`src/hw/rtl/axtx_pkg.sv`:
```
`default_nettype none

package axtx_pkg;

    // transmit phase, also reported in each result
    typedef enum logic [2:0] {
        PH_IDLE  = 3'd0,
        PH_OPEN  = 3'd1,
        PH_DATA  = 3'd2,
        PH_FCS   = 3'd3,
        PH_CLOSE = 3'd4
    } phase_t;

    // input item kinds
    localparam logic [1:0] KIND_LOAD  = 2'd0;
    localparam logic [1:0] KIND_START = 2'd1;
    localparam logic [1:0] KIND_TICK  = 2'd2;

    // configuration register indexes
    localparam int unsigned CFG_IDX_W  = 2;
    localparam int unsigned CFG_DATA_W = 10;
    localparam logic [CFG_IDX_W-1:0] CFG_OPENING_FLAGS = 2'd0;
    localparam logic [CFG_IDX_W-1:0] CFG_CLOSING_FLAGS = 2'd1;
    localparam logic [CFG_IDX_W-1:0] CFG_FRAME_LENGTH  = 2'd2;

    // configuration reset values
    localparam logic [9:0] OPENING_FLAGS_RST = 10'd101;
    localparam logic [7:0] CLOSING_FLAGS_RST = 8'd11;
    localparam logic [6:0] FRAME_LENGTH_RST  = 7'd64;

    // framing constants
    localparam logic [7:0]  FLAG_BYTE = 8'h7E;
    localparam logic [15:0] CRC_POLY  = 16'h8408;
    localparam logic [15:0] CRC_INIT  = 16'hFFFF;
    localparam logic [2:0]  STUFF_RUN = 3'd5;
    localparam logic [9:0]  FCS_BYTES = 10'd2;

    typedef struct packed {
        logic [1:0] kind;
        logic [5:0] byte_index;
        logic [7:0] byte_value;
    } item_t;

    typedef struct packed {
        logic       line_level;
        logic       tx_enable;
        logic       frame_done;
        logic [2:0] phase;
    } result_t;

    typedef struct packed {
        logic [CFG_IDX_W-1:0]  index;
        logic [CFG_DATA_W-1:0] wdata;
    } cfg_write_t;

endpackage

`default_nettype wire

```
`src/hw/rtl/axtx_item_if.sv`:
```
`default_nettype none

interface axtx_item_if;
    logic            valid;
    logic            ready;
    axtx_pkg::item_t payload;

    modport source (output valid, output payload, input ready);
    modport sink   (input valid, input payload, output ready);
endinterface

`default_nettype wire

```
`src/hw/rtl/axtx_result_if.sv`:
```
`default_nettype none

interface axtx_result_if;
    logic              valid;
    logic              ready;
    axtx_pkg::result_t payload;

    modport source (output valid, output payload, input ready);
    modport sink   (input valid, input payload, output ready);
endinterface

`default_nettype wire

```
`src/hw/rtl/axtx_cfg_if.sv`:
```
`default_nettype none

interface axtx_cfg_if;
    logic                 valid;
    logic                 ready;
    axtx_pkg::cfg_write_t payload;

    modport source (output valid, output payload, input ready);
    modport sink   (input valid, input payload, output ready);
endinterface

`default_nettype wire

```
`src/hw/rtl/axtx_frame_buf.sv`:
```
`default_nettype none

// frame byte store, one write and one registered read per cycle,
// a write to the address being read is forwarded
module axtx_frame_buf #(
    parameter int unsigned DEPTH  = 64,
    parameter int unsigned ADDR_W = 6
) (
    input  wire logic              clk,
    input  wire logic              wr_en,
    input  wire logic [ADDR_W-1:0] wr_addr,
    input  wire logic [7:0]        wr_data,
    input  wire logic [ADDR_W-1:0] rd_addr,
    output logic      [7:0]        rd_data
);

    logic [7:0] mem [DEPTH];
    logic [7:0] rd_data_reg;

    always_ff @(posedge clk)
    begin
        if (wr_en)
        begin
            mem[wr_addr] <= wr_data;
        end
    end

    always_ff @(posedge clk)
    begin
        if (wr_en && (wr_addr == rd_addr))
        begin
            rd_data_reg <= wr_data;
        end
        else
        begin
            rd_data_reg <= mem[rd_addr];
        end
    end

    assign rd_data = rd_data_reg;

endmodule

`default_nettype wire

```
`src/hw/rtl/axtx_out_queue.sv`:
```
`default_nettype none

// two-slot result queue, full flag is decoded from the count register
module axtx_out_queue (
    input  wire logic              clk,
    input  wire logic              rst_n,
    input  wire logic              push,
    input  wire axtx_pkg::result_t push_data,
    output logic                   full,
    output logic                   pop_valid,
    input  wire logic              pop_ready,
    output axtx_pkg::result_t      pop_data
);

    axtx_pkg::result_t slot_reg [2];
    logic       wr_ptr_reg;
    logic       rd_ptr_reg;
    logic [1:0] count_reg;
    logic [1:0] count_next;
    logic       pop;

    assign full      = (count_reg == 2'd2);
    assign pop_valid = (count_reg != 2'd0);
    assign pop_data  = slot_reg[rd_ptr_reg];
    assign pop       = pop_valid && pop_ready;

    always_comb
    begin
        case ({push, pop})
            2'b10:   count_next = count_reg + 2'd1;
            2'b01:   count_next = count_reg - 2'd1;
            default: count_next = count_reg;
        endcase
    end

    always_ff @(posedge clk or negedge rst_n)
    begin
        if (!rst_n)
        begin
            wr_ptr_reg <= 1'b0;
            rd_ptr_reg <= 1'b0;
            count_reg  <= 2'd0;
        end
        else
        begin
            if (push)
            begin
                wr_ptr_reg <= ~wr_ptr_reg;
            end
            if (pop)
            begin
                rd_ptr_reg <= ~rd_ptr_reg;
            end
            count_reg <= count_next;
        end
    end

    always_ff @(posedge clk)
    begin
        if (push)
        begin
            slot_reg[wr_ptr_reg] <= push_data;
        end
    end

endmodule

`default_nettype wire

```
`src/hw/rtl/ax25_hdlc_nrzi_transmitter.sv`:
```
// ax.25 / hdlc frame transmitter with nrzi line coding and crc-16 fcs
// items channel: load (write one byte into the frame buffer), start (restart
//   the frame, line high, crc preset) and tick (one bit clock edge)
// results channel: one transfer per tick with line level, transmit enable,
//   frame done and the phase of the bit sent; loads and starts give none
// cfg channel: register writes (opening flags, closing flags, frame length),
//   always ready; the user writes only while no item or result is in flight,
//   unenforced by the block; a mid-frame write acts at the next phase-end check
// output: a tick's result is registered into the result queue and offered from there
// throughput: one item per cycle while a result slot is free, each item goes
//   through one layer of logic (bit select, crc step, stuff and nrzi update)
//   between the state registers and the result queue; frame bytes come from a
//   registered buffer read that is prefetched for the next byte position
// stall: results wait in a two-slot queue; items keeps accepting while one
//   result waits and holds off only when both slots are full
// reset: idle phase, line level high, crc preset, register defaults
//   (101 opening flags, 11 closing flags, 64 frame bytes); the frame buffer
//   holds no defined contents until written
`default_nettype none

module ax25_hdlc_nrzi_transmitter #(
    parameter int unsigned BUFFER_DEPTH = 64
) (
    input  wire logic   clk,
    input  wire logic   rst_n,
    axtx_item_if.sink   items,
    axtx_result_if.source results,
    axtx_cfg_if.sink    cfg
);

    localparam int unsigned ADDR_W    = $clog2(BUFFER_DEPTH);
    localparam logic [9:0]  DEPTH_LIM = 10'(BUFFER_DEPTH);

    // configuration registers
    logic [9:0] opening_reg;
    logic [7:0] closing_reg;
    logic [6:0] length_reg;

    // transmit state
    axtx_pkg::phase_t phase_reg, phase_next;
    logic [2:0]  bit_pos_reg, bit_pos_next;
    logic [9:0]  count_reg, count_next;
    logic [7:0]  shift_reg, shift_next;
    logic [15:0] crc_reg, crc_next;
    logic [2:0]  ones_reg, ones_next;
    logic        stuff_reg, stuff_next;
    logic        level_reg, level_next;

    // per-item working signals
    logic              in_fire;
    logic              cfg_fire;
    logic              q_full;
    logic              res_push;
    axtx_pkg::result_t res_data;
    logic              buf_wr;
    logic              idx_ok;
    logic [ADDR_W-1:0] buf_wr_addr;
    logic [ADDR_W-1:0] buf_rd_addr;
    logic [7:0]        buf_rd_data;
    logic [7:0]        cur_byte;
    logic [15:0]       fcs;
    logic              tx_bit;
    logic [2:0]        ones_inc;
    logic [9:0]        data_lim;
    logic [9:0]        raw_lim;
    logic [9:0]        lim;
    logic              frame_end;

    assign in_fire  = items.valid && items.ready;
    assign cfg_fire = cfg.valid && cfg.ready;

    // accept while at least one result slot is free
    assign items.ready = ~q_full;
    assign cfg.ready   = 1'b1;

    assign idx_ok      = (32'(items.payload.byte_index) < 32'(BUFFER_DEPTH));
    assign buf_wr_addr = ADDR_W'(items.payload.byte_index);
    // prefetch the byte at the position the next tick will load from
    assign buf_rd_addr = count_next[ADDR_W-1:0];

    assign fcs      = crc_reg ^ axtx_pkg::CRC_INIT;
    assign data_lim = ({3'b000, length_reg} > DEPTH_LIM) ? DEPTH_LIM : {3'b000, length_reg};

    // byte count that ends the current phase, a zero count acts as one
    always_comb
    begin
        case (phase_reg)
            axtx_pkg::PH_OPEN: raw_lim = opening_reg;
            axtx_pkg::PH_DATA: raw_lim = data_lim;
            axtx_pkg::PH_FCS:  raw_lim = axtx_pkg::FCS_BYTES;
            default:           raw_lim = {2'b00, closing_reg};
        endcase
        lim = (raw_lim == 10'd0) ? 10'd1 : raw_lim;
    end

    // byte being shifted out: the shift register mid-byte, a new byte when one begins
    always_comb
    begin
        if (bit_pos_reg != 3'd0)
        begin
            cur_byte = shift_reg;
        end
        else
        begin
            case (phase_reg)
                axtx_pkg::PH_DATA: cur_byte = buf_rd_data;
                axtx_pkg::PH_FCS:  cur_byte = (count_reg == 10'd0) ? fcs[7:0] : fcs[15:8];
                default:           cur_byte = axtx_pkg::FLAG_BYTE;
            endcase
        end
    end

    assign tx_bit   = cur_byte[0];
    assign ones_inc = ones_reg + 3'd1;

    // next state and result for the item at the input
    always_comb
    begin
        phase_next   = phase_reg;
        bit_pos_next = bit_pos_reg;
        count_next   = count_reg;
        shift_next   = shift_reg;
        crc_next     = crc_reg;
        ones_next    = ones_reg;
        stuff_next   = stuff_reg;
        level_next   = level_reg;
        res_push     = 1'b0;
        res_data     = '0;
        buf_wr       = 1'b0;
        frame_end    = 1'b0;

        if (in_fire)
        begin
            case (items.payload.kind)
                axtx_pkg::KIND_LOAD:
                begin
                    buf_wr = idx_ok;
                end
                axtx_pkg::KIND_START:
                begin
                    phase_next   = axtx_pkg::PH_OPEN;
                    bit_pos_next = 3'd0;
                    count_next   = 10'd0;
                    shift_next   = 8'd0;
                    crc_next     = axtx_pkg::CRC_INIT;
                    ones_next    = 3'd0;
                    stuff_next   = 1'b0;
                    level_next   = 1'b1;
                end
                axtx_pkg::KIND_TICK:
                begin
                    res_push = 1'b1;
                    if (phase_reg == axtx_pkg::PH_IDLE)
                    begin
                        res_data.line_level = level_reg;
                        res_data.phase      = axtx_pkg::PH_IDLE;
                    end
                    else
                    begin
                        if (stuff_reg)
                        begin
                            // stuffed zero, not part of the crc
                            level_next = ~level_reg;
                            stuff_next = 1'b0;
                            ones_next  = 3'd0;
                        end
                        else
                        begin
                            shift_next = {1'b0, cur_byte[7:1]};
                            if (phase_reg == axtx_pkg::PH_DATA)
                            begin
                                crc_next = {1'b0, crc_reg[15:1]}
                                         ^ ((crc_reg[0] ^ tx_bit) ? axtx_pkg::CRC_POLY : 16'h0000);
                            end
                            if (!tx_bit)
                            begin
                                level_next = ~level_reg;
                                ones_next  = 3'd0;
                            end
                            else if ((phase_reg == axtx_pkg::PH_DATA) ||
                                     (phase_reg == axtx_pkg::PH_FCS))
                            begin
                                ones_next  = ones_inc;
                                stuff_next = (ones_inc >= axtx_pkg::STUFF_RUN);
                            end
                            else
                            begin
                                ones_next = 3'd0;
                            end
                            bit_pos_next = bit_pos_reg + 3'd1;
                            if (bit_pos_reg == 3'd7)
                            begin
                                count_next = count_reg + 10'd1;
                            end
                        end

                        // byte boundary with the phase's count reached
                        if ((bit_pos_next == 3'd0) && !stuff_next && (count_next >= lim))
                        begin
                            count_next = 10'd0;
                            case (phase_reg)
                                axtx_pkg::PH_OPEN: phase_next = axtx_pkg::PH_DATA;
                                axtx_pkg::PH_DATA: phase_next = axtx_pkg::PH_FCS;
                                axtx_pkg::PH_FCS:  phase_next = axtx_pkg::PH_CLOSE;
                                default:
                                begin
                                    phase_next = axtx_pkg::PH_IDLE;
                                    frame_end  = 1'b1;
                                end
                            endcase
                        end

                        res_data.line_level = level_next;
                        res_data.tx_enable  = 1'b1;
                        res_data.frame_done = frame_end;
                        res_data.phase      = phase_reg;
                    end
                end
                default:
                begin
                    // unused kind code, dropped
                end
            endcase
        end
    end

    always_ff @(posedge clk or negedge rst_n)
    begin
        if (!rst_n)
        begin
            phase_reg   <= axtx_pkg::PH_IDLE;
            bit_pos_reg <= 3'd0;
            count_reg   <= 10'd0;
            shift_reg   <= 8'd0;
            crc_reg     <= axtx_pkg::CRC_INIT;
            ones_reg    <= 3'd0;
            stuff_reg   <= 1'b0;
            level_reg   <= 1'b1;
        end
        else
        begin
            phase_reg   <= phase_next;
            bit_pos_reg <= bit_pos_next;
            count_reg   <= count_next;
            shift_reg   <= shift_next;
            crc_reg     <= crc_next;
            ones_reg    <= ones_next;
            stuff_reg   <= stuff_next;
            level_reg   <= level_next;
        end
    end

    // configuration writes, unknown indexes ignored
    always_ff @(posedge clk or negedge rst_n)
    begin
        if (!rst_n)
        begin
            opening_reg <= axtx_pkg::OPENING_FLAGS_RST;
            closing_reg <= axtx_pkg::CLOSING_FLAGS_RST;
            length_reg  <= axtx_pkg::FRAME_LENGTH_RST;
        end
        else if (cfg_fire)
        begin
            case (cfg.payload.index)
                axtx_pkg::CFG_OPENING_FLAGS: opening_reg <= cfg.payload.wdata;
                axtx_pkg::CFG_CLOSING_FLAGS: closing_reg <= cfg.payload.wdata[7:0];
                axtx_pkg::CFG_FRAME_LENGTH:  length_reg  <= cfg.payload.wdata[6:0];
                default:
                begin
                end
            endcase
        end
    end

    axtx_frame_buf #(
        .DEPTH  (BUFFER_DEPTH),
        .ADDR_W (ADDR_W)
    ) u_frame_buf (
        .clk     (clk),
        .wr_en   (buf_wr),
        .wr_addr (buf_wr_addr),
        .wr_data (items.payload.byte_value),
        .rd_addr (buf_rd_addr),
        .rd_data (buf_rd_data)
    );

    axtx_out_queue u_out_queue (
        .clk       (clk),
        .rst_n     (rst_n),
        .push      (res_push),
        .push_data (res_data),
        .full      (q_full),
        .pop_valid (results.valid),
        .pop_ready (results.ready),
        .pop_data  (results.payload)
    );

    // a pending stuff bit only follows data or fcs ones
    a_stuff_phase: assert property (@(posedge clk) disable iff (!rst_n)
        stuff_reg |-> ((phase_reg == axtx_pkg::PH_DATA) || (phase_reg == axtx_pkg::PH_FCS)))
        else $error("stuff bit pending outside data or fcs");

    // a run of ones never passes the stuffing length
    a_ones_run: assert property (@(posedge clk) disable iff (!rst_n)
        ones_reg <= axtx_pkg::STUFF_RUN)
        else $error("ones run exceeds stuffing length");

    // idle is only entered on a byte boundary with nothing pending
    a_idle_clean: assert property (@(posedge clk) disable iff (!rst_n)
        (phase_reg == axtx_pkg::PH_IDLE) |-> ((bit_pos_reg == 3'd0) && !stuff_reg))
        else $error("idle with a partial byte or a pending stuff bit");

    // the frame done result leaves the transmitter idle
    a_done_idle: assert property (@(posedge clk) disable iff (!rst_n)
        (res_push && res_data.frame_done) |=> (phase_reg == axtx_pkg::PH_IDLE))
        else $error("frame done without returning to idle");

    // fcs phase never counts past its two bytes
    a_fcs_count: assert property (@(posedge clk) disable iff (!rst_n)
        (phase_reg == axtx_pkg::PH_FCS) |-> (count_reg <= axtx_pkg::FCS_BYTES))
        else $error("fcs byte count out of range");

endmodule

`default_nettype wire
```
`src/flat_wrapper.sv`:
```
// flat-port wrapper written by rule: the top's interface ports become plain ports
module ax25_hdlc_nrzi_transmitter_flat 
#(
    parameter int unsigned BUFFER_DEPTH = 64
)
  (clk, rst_n, items_valid, items_payload, items_ready, results_valid, results_payload, results_ready, cfg_valid, cfg_payload, cfg_ready);
  axtx_item_if items_i ();
  axtx_result_if results_i ();
  axtx_cfg_if cfg_i ();
  input  wire logic clk;
  input  wire logic rst_n;
  input wire logic [$bits(items_i.valid)-1:0] items_valid;
  input wire logic [$bits(items_i.payload)-1:0] items_payload;
  output wire logic [$bits(items_i.ready)-1:0] items_ready;
  output wire logic [$bits(results_i.valid)-1:0] results_valid;
  output wire logic [$bits(results_i.payload)-1:0] results_payload;
  input wire logic [$bits(results_i.ready)-1:0] results_ready;
  input wire logic [$bits(cfg_i.valid)-1:0] cfg_valid;
  input wire logic [$bits(cfg_i.payload)-1:0] cfg_payload;
  output wire logic [$bits(cfg_i.ready)-1:0] cfg_ready;
  assign items_i.valid = items_valid;
  assign items_i.payload = items_payload;
  assign items_ready = items_i.ready;
  assign results_valid = results_i.valid;
  assign results_payload = results_i.payload;
  assign results_i.ready = results_ready;
  assign cfg_i.valid = cfg_valid;
  assign cfg_i.payload = cfg_payload;
  assign cfg_ready = cfg_i.ready;
  ax25_hdlc_nrzi_transmitter #(.BUFFER_DEPTH(BUFFER_DEPTH)) u_core (.clk(clk), .rst_n(rst_n), .items(items_i), .results(results_i), .cfg(cfg_i));
endmodule
```
`config.mk`:
```
export PLATFORM = sky130hd
export DESIGN_NAME = ax25_hdlc_nrzi_transmitter_flat
export DESIGN_NICKNAME = d
export VERILOG_FILES = /design/src/hw/rtl/axtx_pkg.sv /design/src/hw/rtl/axtx_item_if.sv /design/src/hw/rtl/axtx_result_if.sv /design/src/hw/rtl/axtx_cfg_if.sv /design/src/hw/rtl/axtx_frame_buf.sv /design/src/hw/rtl/axtx_out_queue.sv /design/src/hw/rtl/ax25_hdlc_nrzi_transmitter.sv /design/src/flat_wrapper.sv
export SDC_FILE = /design/constraint.sdc
export NUM_CORES = 1
export LEC_CHECK = 0
export BUFFER_PORTS_ARGS = -buffer_cell sky130_fd_sc_hd__buf_2
export CORE_MARGIN = 10
export CORE_UTILIZATION = 30
export DETAILED_ROUTE_END_ITERATION = 10
export PLACE_DENSITY = 0.43
export SYNTH_ARGS = -nofsm -noshare
export SYNTH_HDL_FRONTEND = slang
export SYNTH_HIERARCHICAL = 1
export SYNTH_SLANG_ARGS = --single-unit
export TNS_END_PERCENT = 30
```
`constraint.sdc`:
```
create_clock -name clk -period 3.1 [get_ports clk]
set_clock_uncertainty 0.05 [all_clocks]
set_input_delay 0.465 -clock clk [delete_from_list [all_inputs] [get_ports clk]]
set_output_delay 0.465 -clock clk [all_outputs]
set_load 0.05 [all_outputs]
```
Yosys cells after proc, flatten, opt, wreduce, memory -nomap -nowiden --
Memories as Yosys holds them, arrays and structs flattened. A register that Yosys moved wholly into a read port is not among the register bits. Index checks and enable logic that the tools add are counted.
Operators by class: reduce and logical (&&, ||, !) cells 25, add/subtract/negate cells 5, order comparisons 3, bitwise operators 7, equality and inequality tests 15, mux-type cells 65
Operator list (count):
- $mux W10 | 8
- $mux W16 | 4
- $mux W3 | 12
- $mux W8 | 4
- $pmux W16 S2 | 1
- $pmux W8 S2 | 2
- $pmux W10 S3 | 1
- $logic_not A10 Y1 | 2
- $mux W1 | 20
- $pmux W10 S2 | 1
- $mux W6 | 3
- $pmux W3 S2 | 3
- $not A16 Y16 | 1
- $xor A15 B16 Y16 | 1
- $add A10 B1 Y10 const B | 1
- $ge A10 B10 Y1 | 1
- $pmux W3 S3 | 1
- $eq A2 B2 Y1 const B | 4
- $reduce_and A2 Y1 | 4
- $reduce_and A4 Y1 | 2
- $gt A7 B7 Y1 const B | 1
- $mux W7 | 1
- $add A3 B1 Y3 const B | 2
- $eq A2 B1 Y1 const B | 3
- other kinds (23) | 37
Storage, ports and cells: memories kept 2, input port bits 33, output and inout bits 9, bits in writable memories 524, register bits 74, word-level logic and storage cells 137
Memory list:
- u_core.u_frame_buf.mem | words 64, width 8, read ports 1, clocked after Yosys merged registers in 1, write ports 1, line axtx_frame_buf.sv:17 | logic [7:0] mem [DEPTH];
- u_core.u_out_queue.slot_reg | words 2, width 6, read ports 1, clocked after Yosys merged registers in 0, write ports 1, line axtx_out_queue.sv:15 | axtx_pkg::result_t slot_reg [2];

Logic depth before layout (Yosys ltp) --
Gate-level depths: netlist of run 1.
depth in word-level cells 16, depth in mapped cells 16, gate-level depth less buffers 14

By module --
Netlist of run 1, hierarchy kept.
Modules (own cells, without submodules):
- axtx_frame_buf | instances 1, area an instance 20126.8 sq um, cells an instance 938
- ax25_hdlc_nrzi_transmitter | instances 1, area an instance 4037.6 sq um, cells an instance 423
- axtx_out_queue | instances 1, area an instance 633.1 sq um, cells an instance 36

Least setup slack after synthesis of run 1 --
Ideal clock, no wire load.
path type register to register, start reg u_core.bit_pos_reg[1], end reg u_core.count_reg[3], setup slack -0.244 ns, clock period less this slack 3.344 ns, cell stages (with the launch flop) 16, data arrival time 3.164 ns, buffers on the path 1, library setup time 0.130 ns, path through dfrtp_1 ha_1 ha_1 nor2b_1 nand4_1 or2_2 o21ai_0 nand2_1 ha_1 o211ai_1 nor2_1 o21ai_0 a21oi_1 clkbuf_1 a21oi_1 a221o_1
On the way: longest elaborated chain between the ends 14, elaborated cells between the ends (all ways) 27
RTL lines:
- start: declaration | line ax25_hdlc_nrzi_transmitter.sv:41 | logic [2:0] bit_pos_reg, bit_pos_next;
- start signal: assignment | line ax25_hdlc_nrzi_transmitter.sv:243 | bit_pos_reg <= bit_pos_next;
- branches (longest 10 deep; another with $ge A10 B10 Y1)
- $mux W10 * | line ax25_hdlc_nrzi_transmitter.sv:198 | if ((bit_pos_next == 3'd0) && !stuff_next && (count_next >= lim))
- $mux W10 * | line ax25_hdlc_nrzi_transmitter.sv:153 | if (phase_reg == axtx_pkg::PH_IDLE)
- $pmux W10 S2 * | line ax25_hdlc_nrzi_transmitter.sv:134 | case (items.payload.kind)
- $mux W6 * | line ax25_hdlc_nrzi_transmitter.sv:132 | if (in_fire)
- net u_core.count_next[3] | line ax25_hdlc_nrzi_transmitter.sv:42 | logic [9:0] count_reg, count_next;
- end signal: assignment | line ax25_hdlc_nrzi_transmitter.sv:244 | count_reg <= count_next;
- end: declaration | line ax25_hdlc_nrzi_transmitter.sv:42
Mark *: on every way through the listed nets, which the timed path passes. The select of a mux whose other input is x is not followed. A chain may end at the register's enable or synchronous reset.

==> results of run 1 <==
-- kinds of logic after synthesis --
group / after synthesis / synth area share [%]
buf+inv: 104 / 2.13
other cells: 1 / 0.0151
fa+ha+maj: 21 / 1.06
mux: 196 / 14.5
compound gates: 184 / 5.10
flops: 603 / 71.4
simple gates: 275 / 5.31
xor+xnor: 13 / 0.459
-- Yosys cell counts (all sizes together) (4+ instances only) --
master	instances	area, um2
inv	31	116
nand4	4	25.0
clkbuf	35	131
nor2b	21	131
or3	4	25.0
o22ai	11	68.8
nand2	54	205
a2111oi	4	35.0
nand3	17	85.1
xor2	7	61.3
o221ai	8	70.1
buf	38	280
dfrtp	48	1200
a22oi	10	75.1
and3	5	31.3
a31oi	7	43.8
mux2i	25	250
nand2b	14	87.6
o21ai	58	290
dfstp	25	657
nand3b	6	45.0
mux4	126	2840
ha	21	263
edfxtp	524	15700
xnor2	6	52.6
mux2	45	507
a21o	6	45.0
a21oi	20	100
nor2	112	420
and2	9	58.8
a211oi	5	37.5
a221oi	17	149
dfxtp	6	120
nor3	12	60.1
o21a	5	37.5
a22o	5	43.8
-- worst max path at each step --
| stage | end | slack (ns) | cells past startpoint |
|---|---|---|---|
| after floorplan | u_core/phase_reg[0]$_DFFE_PN0P_ | -0.008 | 16 |
| after global placement | u_core/shift_reg[2]$_DFFE_PN0P_ | -0.38 | 8 |
| after detailed placement | u_core/shift_reg[2]$_DFFE_PN0P_ | -0.37 | 8 |
| after CTS | u_core/phase_reg[0]$_DFFE_PN0P_ | -0.23 | 13 |
| after global routing | u_core/crc_reg[10]$_DFFE_PN1P_ | -0.28 | 14 |
| final | u_core/count_reg[3]$_DFF_PN0_ | -0.19 | 12 |
-- metrics by stage --
stage          area [um2]  utilization, %
6_report            30300            36.9
5_1_grt             30300            36.9
4_1_cts             30100            36.7
3_5_place_dp        27600            33.7
3_3_place_gp        27600            33.7
2_1_floorplan       24900               -
-- per-layer routing --
layer | up-vias | share of wire [%] | GRT usage, %
met2 | 267 | 47 | 21.5
met1 | 7211 | 47 | 18.5
li1 | 6103 | - | -
met3 | 105 | 3.7 | 2.49
met5 | - | 0.042 | 0
met4 | 4 | 2.4 | 4.02
-- power by group through the flow --
stage | Sequential [W] | Combinational [W] | Clock [W]
floorplan | 0.00945 | 0.000844 | 0
global placement | 0.00951 | 0.00137 | 0
detailed placement | 0.00951 | 0.00139 | 0
CTS | 0.00935 | 0.00141 | 0.00847
global route | 0.00938 | 0.00157 | 0.00880
finish | 0.00935 | 0.00141 | 0.00822
-- what timing repair did --
item | 4_1_cts | 5_1_grt
hold endpoints to repair | 25 | 0
resized for setup | 34 | 36
buffers inserted | 1 | 5
pin swaps | 7 | 7
hold buffers | 1 | 0
endpoints found under the setup margin | 38 | 38
-- final cells by class --
cell class                      instances  area (um2)  share of cell area, %
Tap cell                             1070        1340                   4.42
Clock inverter                         37         412                   1.36
Sequential cell                       603       17700                   58.6
Clock buffer                           91        1870                   6.19
Timing Repair Buffer                  257        1980                   6.54
Multi-Input combinational cell        690        6820                   22.5
Inverter                               31         116                  0.384
Antenna cell                            1        2.50                0.00827
==> results.json, run 1 <==
{
  "outcome": "finished, violations left",
  "failed_checks": "setup timing",
  "cpPeakStageDelay_ns": 0.51,
  "setup.worst_path.end_class": "flip-flop",
  "crit_path_frequent_cell": "sky130_fd_sc_hd__mux4_2",
  "first_pass_iters": 6,
  "vdd.ir_drop.worst_mv": 0.339,
  "setup.reg_to_reg.worst_slack_ns": -0.19,
  "power.switching_fraction_pct": 23.1,
  "worstMarginPinSlew_ns": 1.09,
  "ctsHtreeMaxLevel": 3,
  "power_leakage_nw": 10.1,
  "core_area_mm2": 0.0820,
  "routed_wl_um": 63800,
  "worst_setup_path_start_kind": "flip-flop",
  "ff2ff_path_depth": 12,
  "power.sequential.fraction_pct": 49.2,
  "syn-instance-count": 1397,
  "internal_power_w": 0.0146,
  "cts_root_buffer": "sky130_fd_sc_hd__clkbuf_16",
  "drtAntennaViolNets": 0,
  "timing.hold.ws_ns": 0.0428,
  "vias": 13700,
  "cts.sink_count": 603,
  "fillCellCount": 7727,
  "report.final.slew_viol_count": 0,
  "worst-setup-path-type": "reg2reg",
  "dieHeight_um": 308,
  "gr-usage-all-layers_pct": 13.5,
  "timing.setup.tns_ns": -3.65,
  "hold_violations": 0,
  "tritoncts": "built",
  "power.switching_w": 0.00438,
  "power_w": 0.0190,
  "grt_pass1_wl_um": 95600,
  "asyncSetResetFlopFracSynth_pct": 12.1,
  "most_common_cell_after_layout_fill_and_taps_aside": "sky130_fd_sc_hd__edfxtp_1",
  "detail_route.vias_per_cell": 4.92,
  "post_route_cells_drive_above_1_share_pct": 34.9,
  "clock_power_share_pct": 43.3,
  "remaining_drc_errors": 0,
  "finalNetCount": 1707,
  "rsz0062_at_grt": "true",
  "yosys_register_bits": 603,
  "required_ns": 3.54,
  "gp_congestion": 0.818,
  "reg_to_reg_critical_path_endpoint": "u_core/count_reg[3]$_DFF_PN0_",
  "crit_chain": "buf_12, mux4_2, mux4_2, nor2_4, nor3_4, o2bb2ai_4, nor4bb_1, mux2_4, a31oi_4, or4b_4, a21oi_4, a221o_1",
  "worstPathArrival_ns": 3.72,
  "seq_area_frac_synth_pct": 71.4,
  "initial_util_pct": 30.2,
  "cellPowerDensity_mw_per_mm2": 627,
  "worstHoldPathCells": 2,
  "floorplan.rows": 105,
  "maxSlewHeadroom_pct": 27.0,
  "flip_flop_count_of_the_largest_register_after_layout": 512,
  "largest_net_degree_at_the_start_of_global_routing": 74,
  "setup_viol": 30,
  "min_delay_worst_endpoint": "u_core/opening_reg[8]$_DFFE_PN0P_",
  "place_worst_setup_slack_ns": -0.365,
  "cts_inserted_buffers": 70,
  "commonest_cells_after_routing_fill_and_taps_aside": "sky130_fd_sc_hd__edfxtp_1 (524), sky130_fd_sc_hd__buf_4 (202), sky130_fd_sc_hd__mux4_2 (126), sky130_fd_sc_hd__nor2_1 (111), sky130_fd_sc_hd__clkbuf_16 (72)",
  "synthesis.yosys.warnings": 6,
  "io_buffer_count": 40,
  "postLayoutSetupSlackWorst_ns": -0.188,
  "die_area_mm2": 0.0946,
  "die-width_um": 308,
  "synthToLayoutAreaGrowth_pct": 22.0,
  "min-delay-start": "cfg_payload[8]",
  "worst_hold_path_type": "in2reg",
  "syn_nets": 1451,
  "synth-main-ff-cell": "sky130_fd_sc_hd__edfxtp_1",
  "critical-path-top-delay-family": "multiplexers",
  "routed_wire_length_per_instance_um": 22.9,
  "grt_remaining_overflow": 0,
  "crit_fanout": 7,
  "place_hpwl_um": 43000,
  "cts_buffer_depth": 3,
  "syn-mean-instance-area_um2": 17.8,
  "antenna_found_initial": 5,
  "worst-path-buf-inv": 1,
  "power.share.combinational_pct": 7.4,
  "post-place-cells": 2644,
  "post_synth_num_cell_types": 74,
  "timing.fmax_mhz": 304,
  "synth-edff-count": 524,
  "period_share_pct": 106,
  "number_of_global_route_vias_before_repair": 14200,
  "critPathSlowestCell": "sky130_fd_sc_hd__mux4_2",
  "number_of_placed_i_o_pins": 42,
  "reported_max_cap_violation_count": 0,
  "path_clk_slew_ns": 0.06,
  "final_cells": 2780,
  "post_synth_instance_area_mm2": 0.0248,
  "drtIter0Drc": 945,
  "fin_crit_ns": 3.29,
  "clk-insertion-delay-late_ns": 0.62
}
Power figures use the tool's default switching activity.
==> inputs of run 2 (changes only) <==
- BUFFER_PORTS_ARGS: -buffer_cell sky130_fd_sc_hd__buf_2 -> not set
- DONT_BUFFER_PORTS: not set -> 1
- PLACE_DENSITY: 0.43 -> 0.42
==> run 2 against run 1 <==
Net effect: largest cell class unchanged; combinational power fell by 3%; sequential cell count did not move; critical path depth rose by 2; routed wire length rose by 0.90%; total power fell by 1.4%; sequential share of layout area fell by 0.23 points; sequential power barely moved; first-iteration DRC count fell by 3.9%; the run still ends with setup timing left.
==> results.json, run 2 (synthesis results as in run 1) <==
{
  "min-delay-start": "results_ready",
  "io_buffer_count": 0,
  "finalNetCount": 1674,
  "cts_root_buffer": "sky130_fd_sc_hd__clkbuf_16",
  "cellPowerDensity_mw_per_mm2": 616,
  "worst-setup-path-type": "reg2reg",
  "vias": 13400,
  "reg_to_reg_critical_path_endpoint": "u_core/count_reg[1]$_DFF_PN0_",
  "maxSlewHeadroom_pct": 34.3,
  "timing.fmax_mhz": 297,
  "rsz0062_at_grt": "true",
  "worst_setup_path_start_kind": "flip-flop",
  "report.final.slew_viol_count": 0,
  "core_area_mm2": 0.0820,
  "crit_fanout": 5,
  "die_area_mm2": 0.0946,
  "cts_inserted_buffers": 71,
  "postLayoutSetupSlackWorst_ns": -0.264,
  "reported_max_cap_violation_count": 0,
  "worst_hold_path_type": "in2reg",
  "synthToLayoutAreaGrowth_pct": 22.5,
  "worstHoldPathCells": 2,
  "worstMarginPinSlew_ns": 0.981,
  "setup.reg_to_reg.worst_slack_ns": -0.26,
  "antenna_found_initial": 0,
  "gp_congestion": 0.795,
  "min_delay_worst_endpoint": "u_core/u_out_queue/rd_ptr_reg$_DFFE_PN0P_",
  "largest_net_degree_at_the_start_of_global_routing": 74,
  "number_of_placed_i_o_pins": 42,
  "routed_wire_length_per_instance_um": 23.4,
  "grt_remaining_overflow": 0,
  "vdd.ir_drop.worst_mv": 0.350,
  "timing.setup.tns_ns": -5.60,
  "first_pass_iters": 5,
  "period_share_pct": 109,
  "worstPathArrival_ns": 3.79,
  "cts_buffer_depth": 3,
  "tritoncts": "built",
  "number_of_global_route_vias_before_repair": 14200,
  "remaining_drc_errors": 0,
  "dieHeight_um": 308,
  "power_leakage_nw": 10.0,
  "drtAntennaViolNets": 0,
  "floorplan.rows": 105,
  "ff2ff_path_depth": 14,
  "failed_checks": "setup timing",
  "dpl-instance-area_mm2": 0.0273,
  "place_hpwl_um": 41700,
  "commonest_cells_after_routing_fill_and_taps_aside": "sky130_fd_sc_hd__edfxtp_1 (524), sky130_fd_sc_hd__buf_4 (183), sky130_fd_sc_hd__mux4_2 (126), sky130_fd_sc_hd__nor2_1 (108), sky130_fd_sc_hd__clkbuf_16 (76)",
  "outcome": "finished, violations left",
  "layout.cell_area.non_filler_mm2": 0.0304,
  "ctsHtreeMaxLevel": 3,
  "initial_util_pct": 30.2,
  "hold_violations": 0,
  "routed_wl_um": 64300,
  "required_ns": 3.53,
  "fin_crit_ns": 3.36,
  "gr-usage-all-layers_pct": 13.7,
  "setup_viol": 31,
  "most_common_cell_after_layout_fill_and_taps_aside": "sky130_fd_sc_hd__edfxtp_1",
  "clk-insertion-delay-late_ns": 0.61,
  "setup.worst_path.end_class": "flip-flop",
  "grt_pass1_wl_um": 96800,
  "flip_flop_count_of_the_largest_register_after_layout": 512,
  "die-width_um": 308,
  "path_clk_slew_ns": 0.06,
  "post_route_cells_drive_above_1_share_pct": 33.4,
  "cts.sink_count": 603,
  "num_antenna_cells": 0,
  "power_w": 0.0187,
  "detail_route.vias_per_cell": 4.90,
  "drtIter0Drc": 908,
  "fillCellCount": 7727
}
## run 2: changes by cell type in the layout (fill, tap and decap cells not counted), moves of 4 or more
cell                            previous run  this run
sky130_fd_sc_hd__buf_2                    39         0
sky130_fd_sc_hd__buf_4                   202       183
sky130_fd_sc_hd__dlygate4sd3_1             1        11
sky130_fd_sc_hd__buf_16                    2         9
sky130_fd_sc_hd__buf_12                    6        11
sky130_fd_sc_hd__a21oi_1                  15        19
sky130_fd_sc_hd__a21oi_2                   4         0
sky130_fd_sc_hd__bufinv_16                 7         3
sky130_fd_sc_hd__clkbuf_16                72        76
sky130_fd_sc_hd__nor2_2                    0         4
## run 2: layout make-up
class,instances,area [um2],area share [%]
Clock inverter,29,224,0.737
Timing Repair Buffer,223,2080,6.85
Inverter,31,116,0.383
Clock buffer,99,2000,6.58
Multi-Input combinational cell,690,6900,22.7
Sequential cell,603,17700,58.3
Tap cell,1070,1340,4.41
## run 2: worst max path at each step
stage                   start                               to  depth (start not counted)
detailed placement  flip-flop    u_core/crc_reg[3]$_DFFE_PN1P_                         13
CTS                 flip-flop    u_core/count_reg[0]$_DFF_PN0_                         14
global route        flip-flop    u_core/count_reg[1]$_DFF_PN0_                         14
global placement    flip-flop                        flip-flop                         14
finish              flip-flop    u_core/count_reg[1]$_DFF_PN0_                         14
floorplan           flip-flop  u_core/phase_reg[0]$_DFFE_PN0P_                         16
## run 2: worst max-delay path, cell delays in order, from the launching register on
cell                        delay (ns)
sky130_fd_sc_hd__dfxtp_4          0.37
sky130_fd_sc_hd__buf_12           0.11
sky130_fd_sc_hd__buf_12           0.10
sky130_fd_sc_hd__mux4_2           0.49
sky130_fd_sc_hd__mux4_2           0.50
sky130_fd_sc_hd__nor2_2           0.12
sky130_fd_sc_hd__nor3_2           0.07
sky130_fd_sc_hd__o2bb2ai_4        0.17
sky130_fd_sc_hd__nor4bb_4         0.16
sky130_fd_sc_hd__mux2_4           0.28
sky130_fd_sc_hd__a31oi_4          0.15
sky130_fd_sc_hd__or4b_4           0.20
sky130_fd_sc_hd__a21oi_1          0.10
sky130_fd_sc_hd__buf_4            0.17
sky130_fd_sc_hd__a22o_1           0.18
## run 2: metal layers
| layer | vias up | GRT usage [%] | share of wire, % |
|---|---|---|---|
| met2 | 236 | 21.8 | 47 |
| li1 | 6031 | - | - |
| met4 | 0 | 3.96 | 2.5 |
| met5 | - | 0 | 0 |
| met1 | 7077 | 19.1 | 47 |
| met3 | 99 | 2.22 | 3.6 |
## run 2: report_power, final
part           internal, W  leakage (nW)  switching [W]  total (W)
sequential         0.00917          5.65       0.000194    0.00936
combinational     0.000545          3.29       0.000830    0.00137
clock              0.00474          1.07        0.00324    0.00798
## run 2: per-stage QoR
| stage | cells | hold WS, ns | worst slack (ns) | util [%] |
|---|---|---|---|---|
| after CTS | 2744 | 0.00278 | -0.316 | 36.9 |
| after global routing | 2745 | 0.0348 | -0.370 | 37.1 |
| after detailed placement | 2590 | 0.122 | -0.555 | 33.3 |
| after global placement | 2590 | 0.122 | -0.541 | 33.3 |
| after floorplan | 1397 | 0.119 | -0.00779 | - |
| final | 2745 | 0.0437 | -0.264 | 37.1 |
## run 2: timing repair
item,CTS,global route
hold buffers,20,0
setup endpoints to repair,38,38
gates resized for setup,52,31
setup buffers,7,2
pin swaps,15,9
gates cloned,1,0
endpoints found under the hold margin,610,0
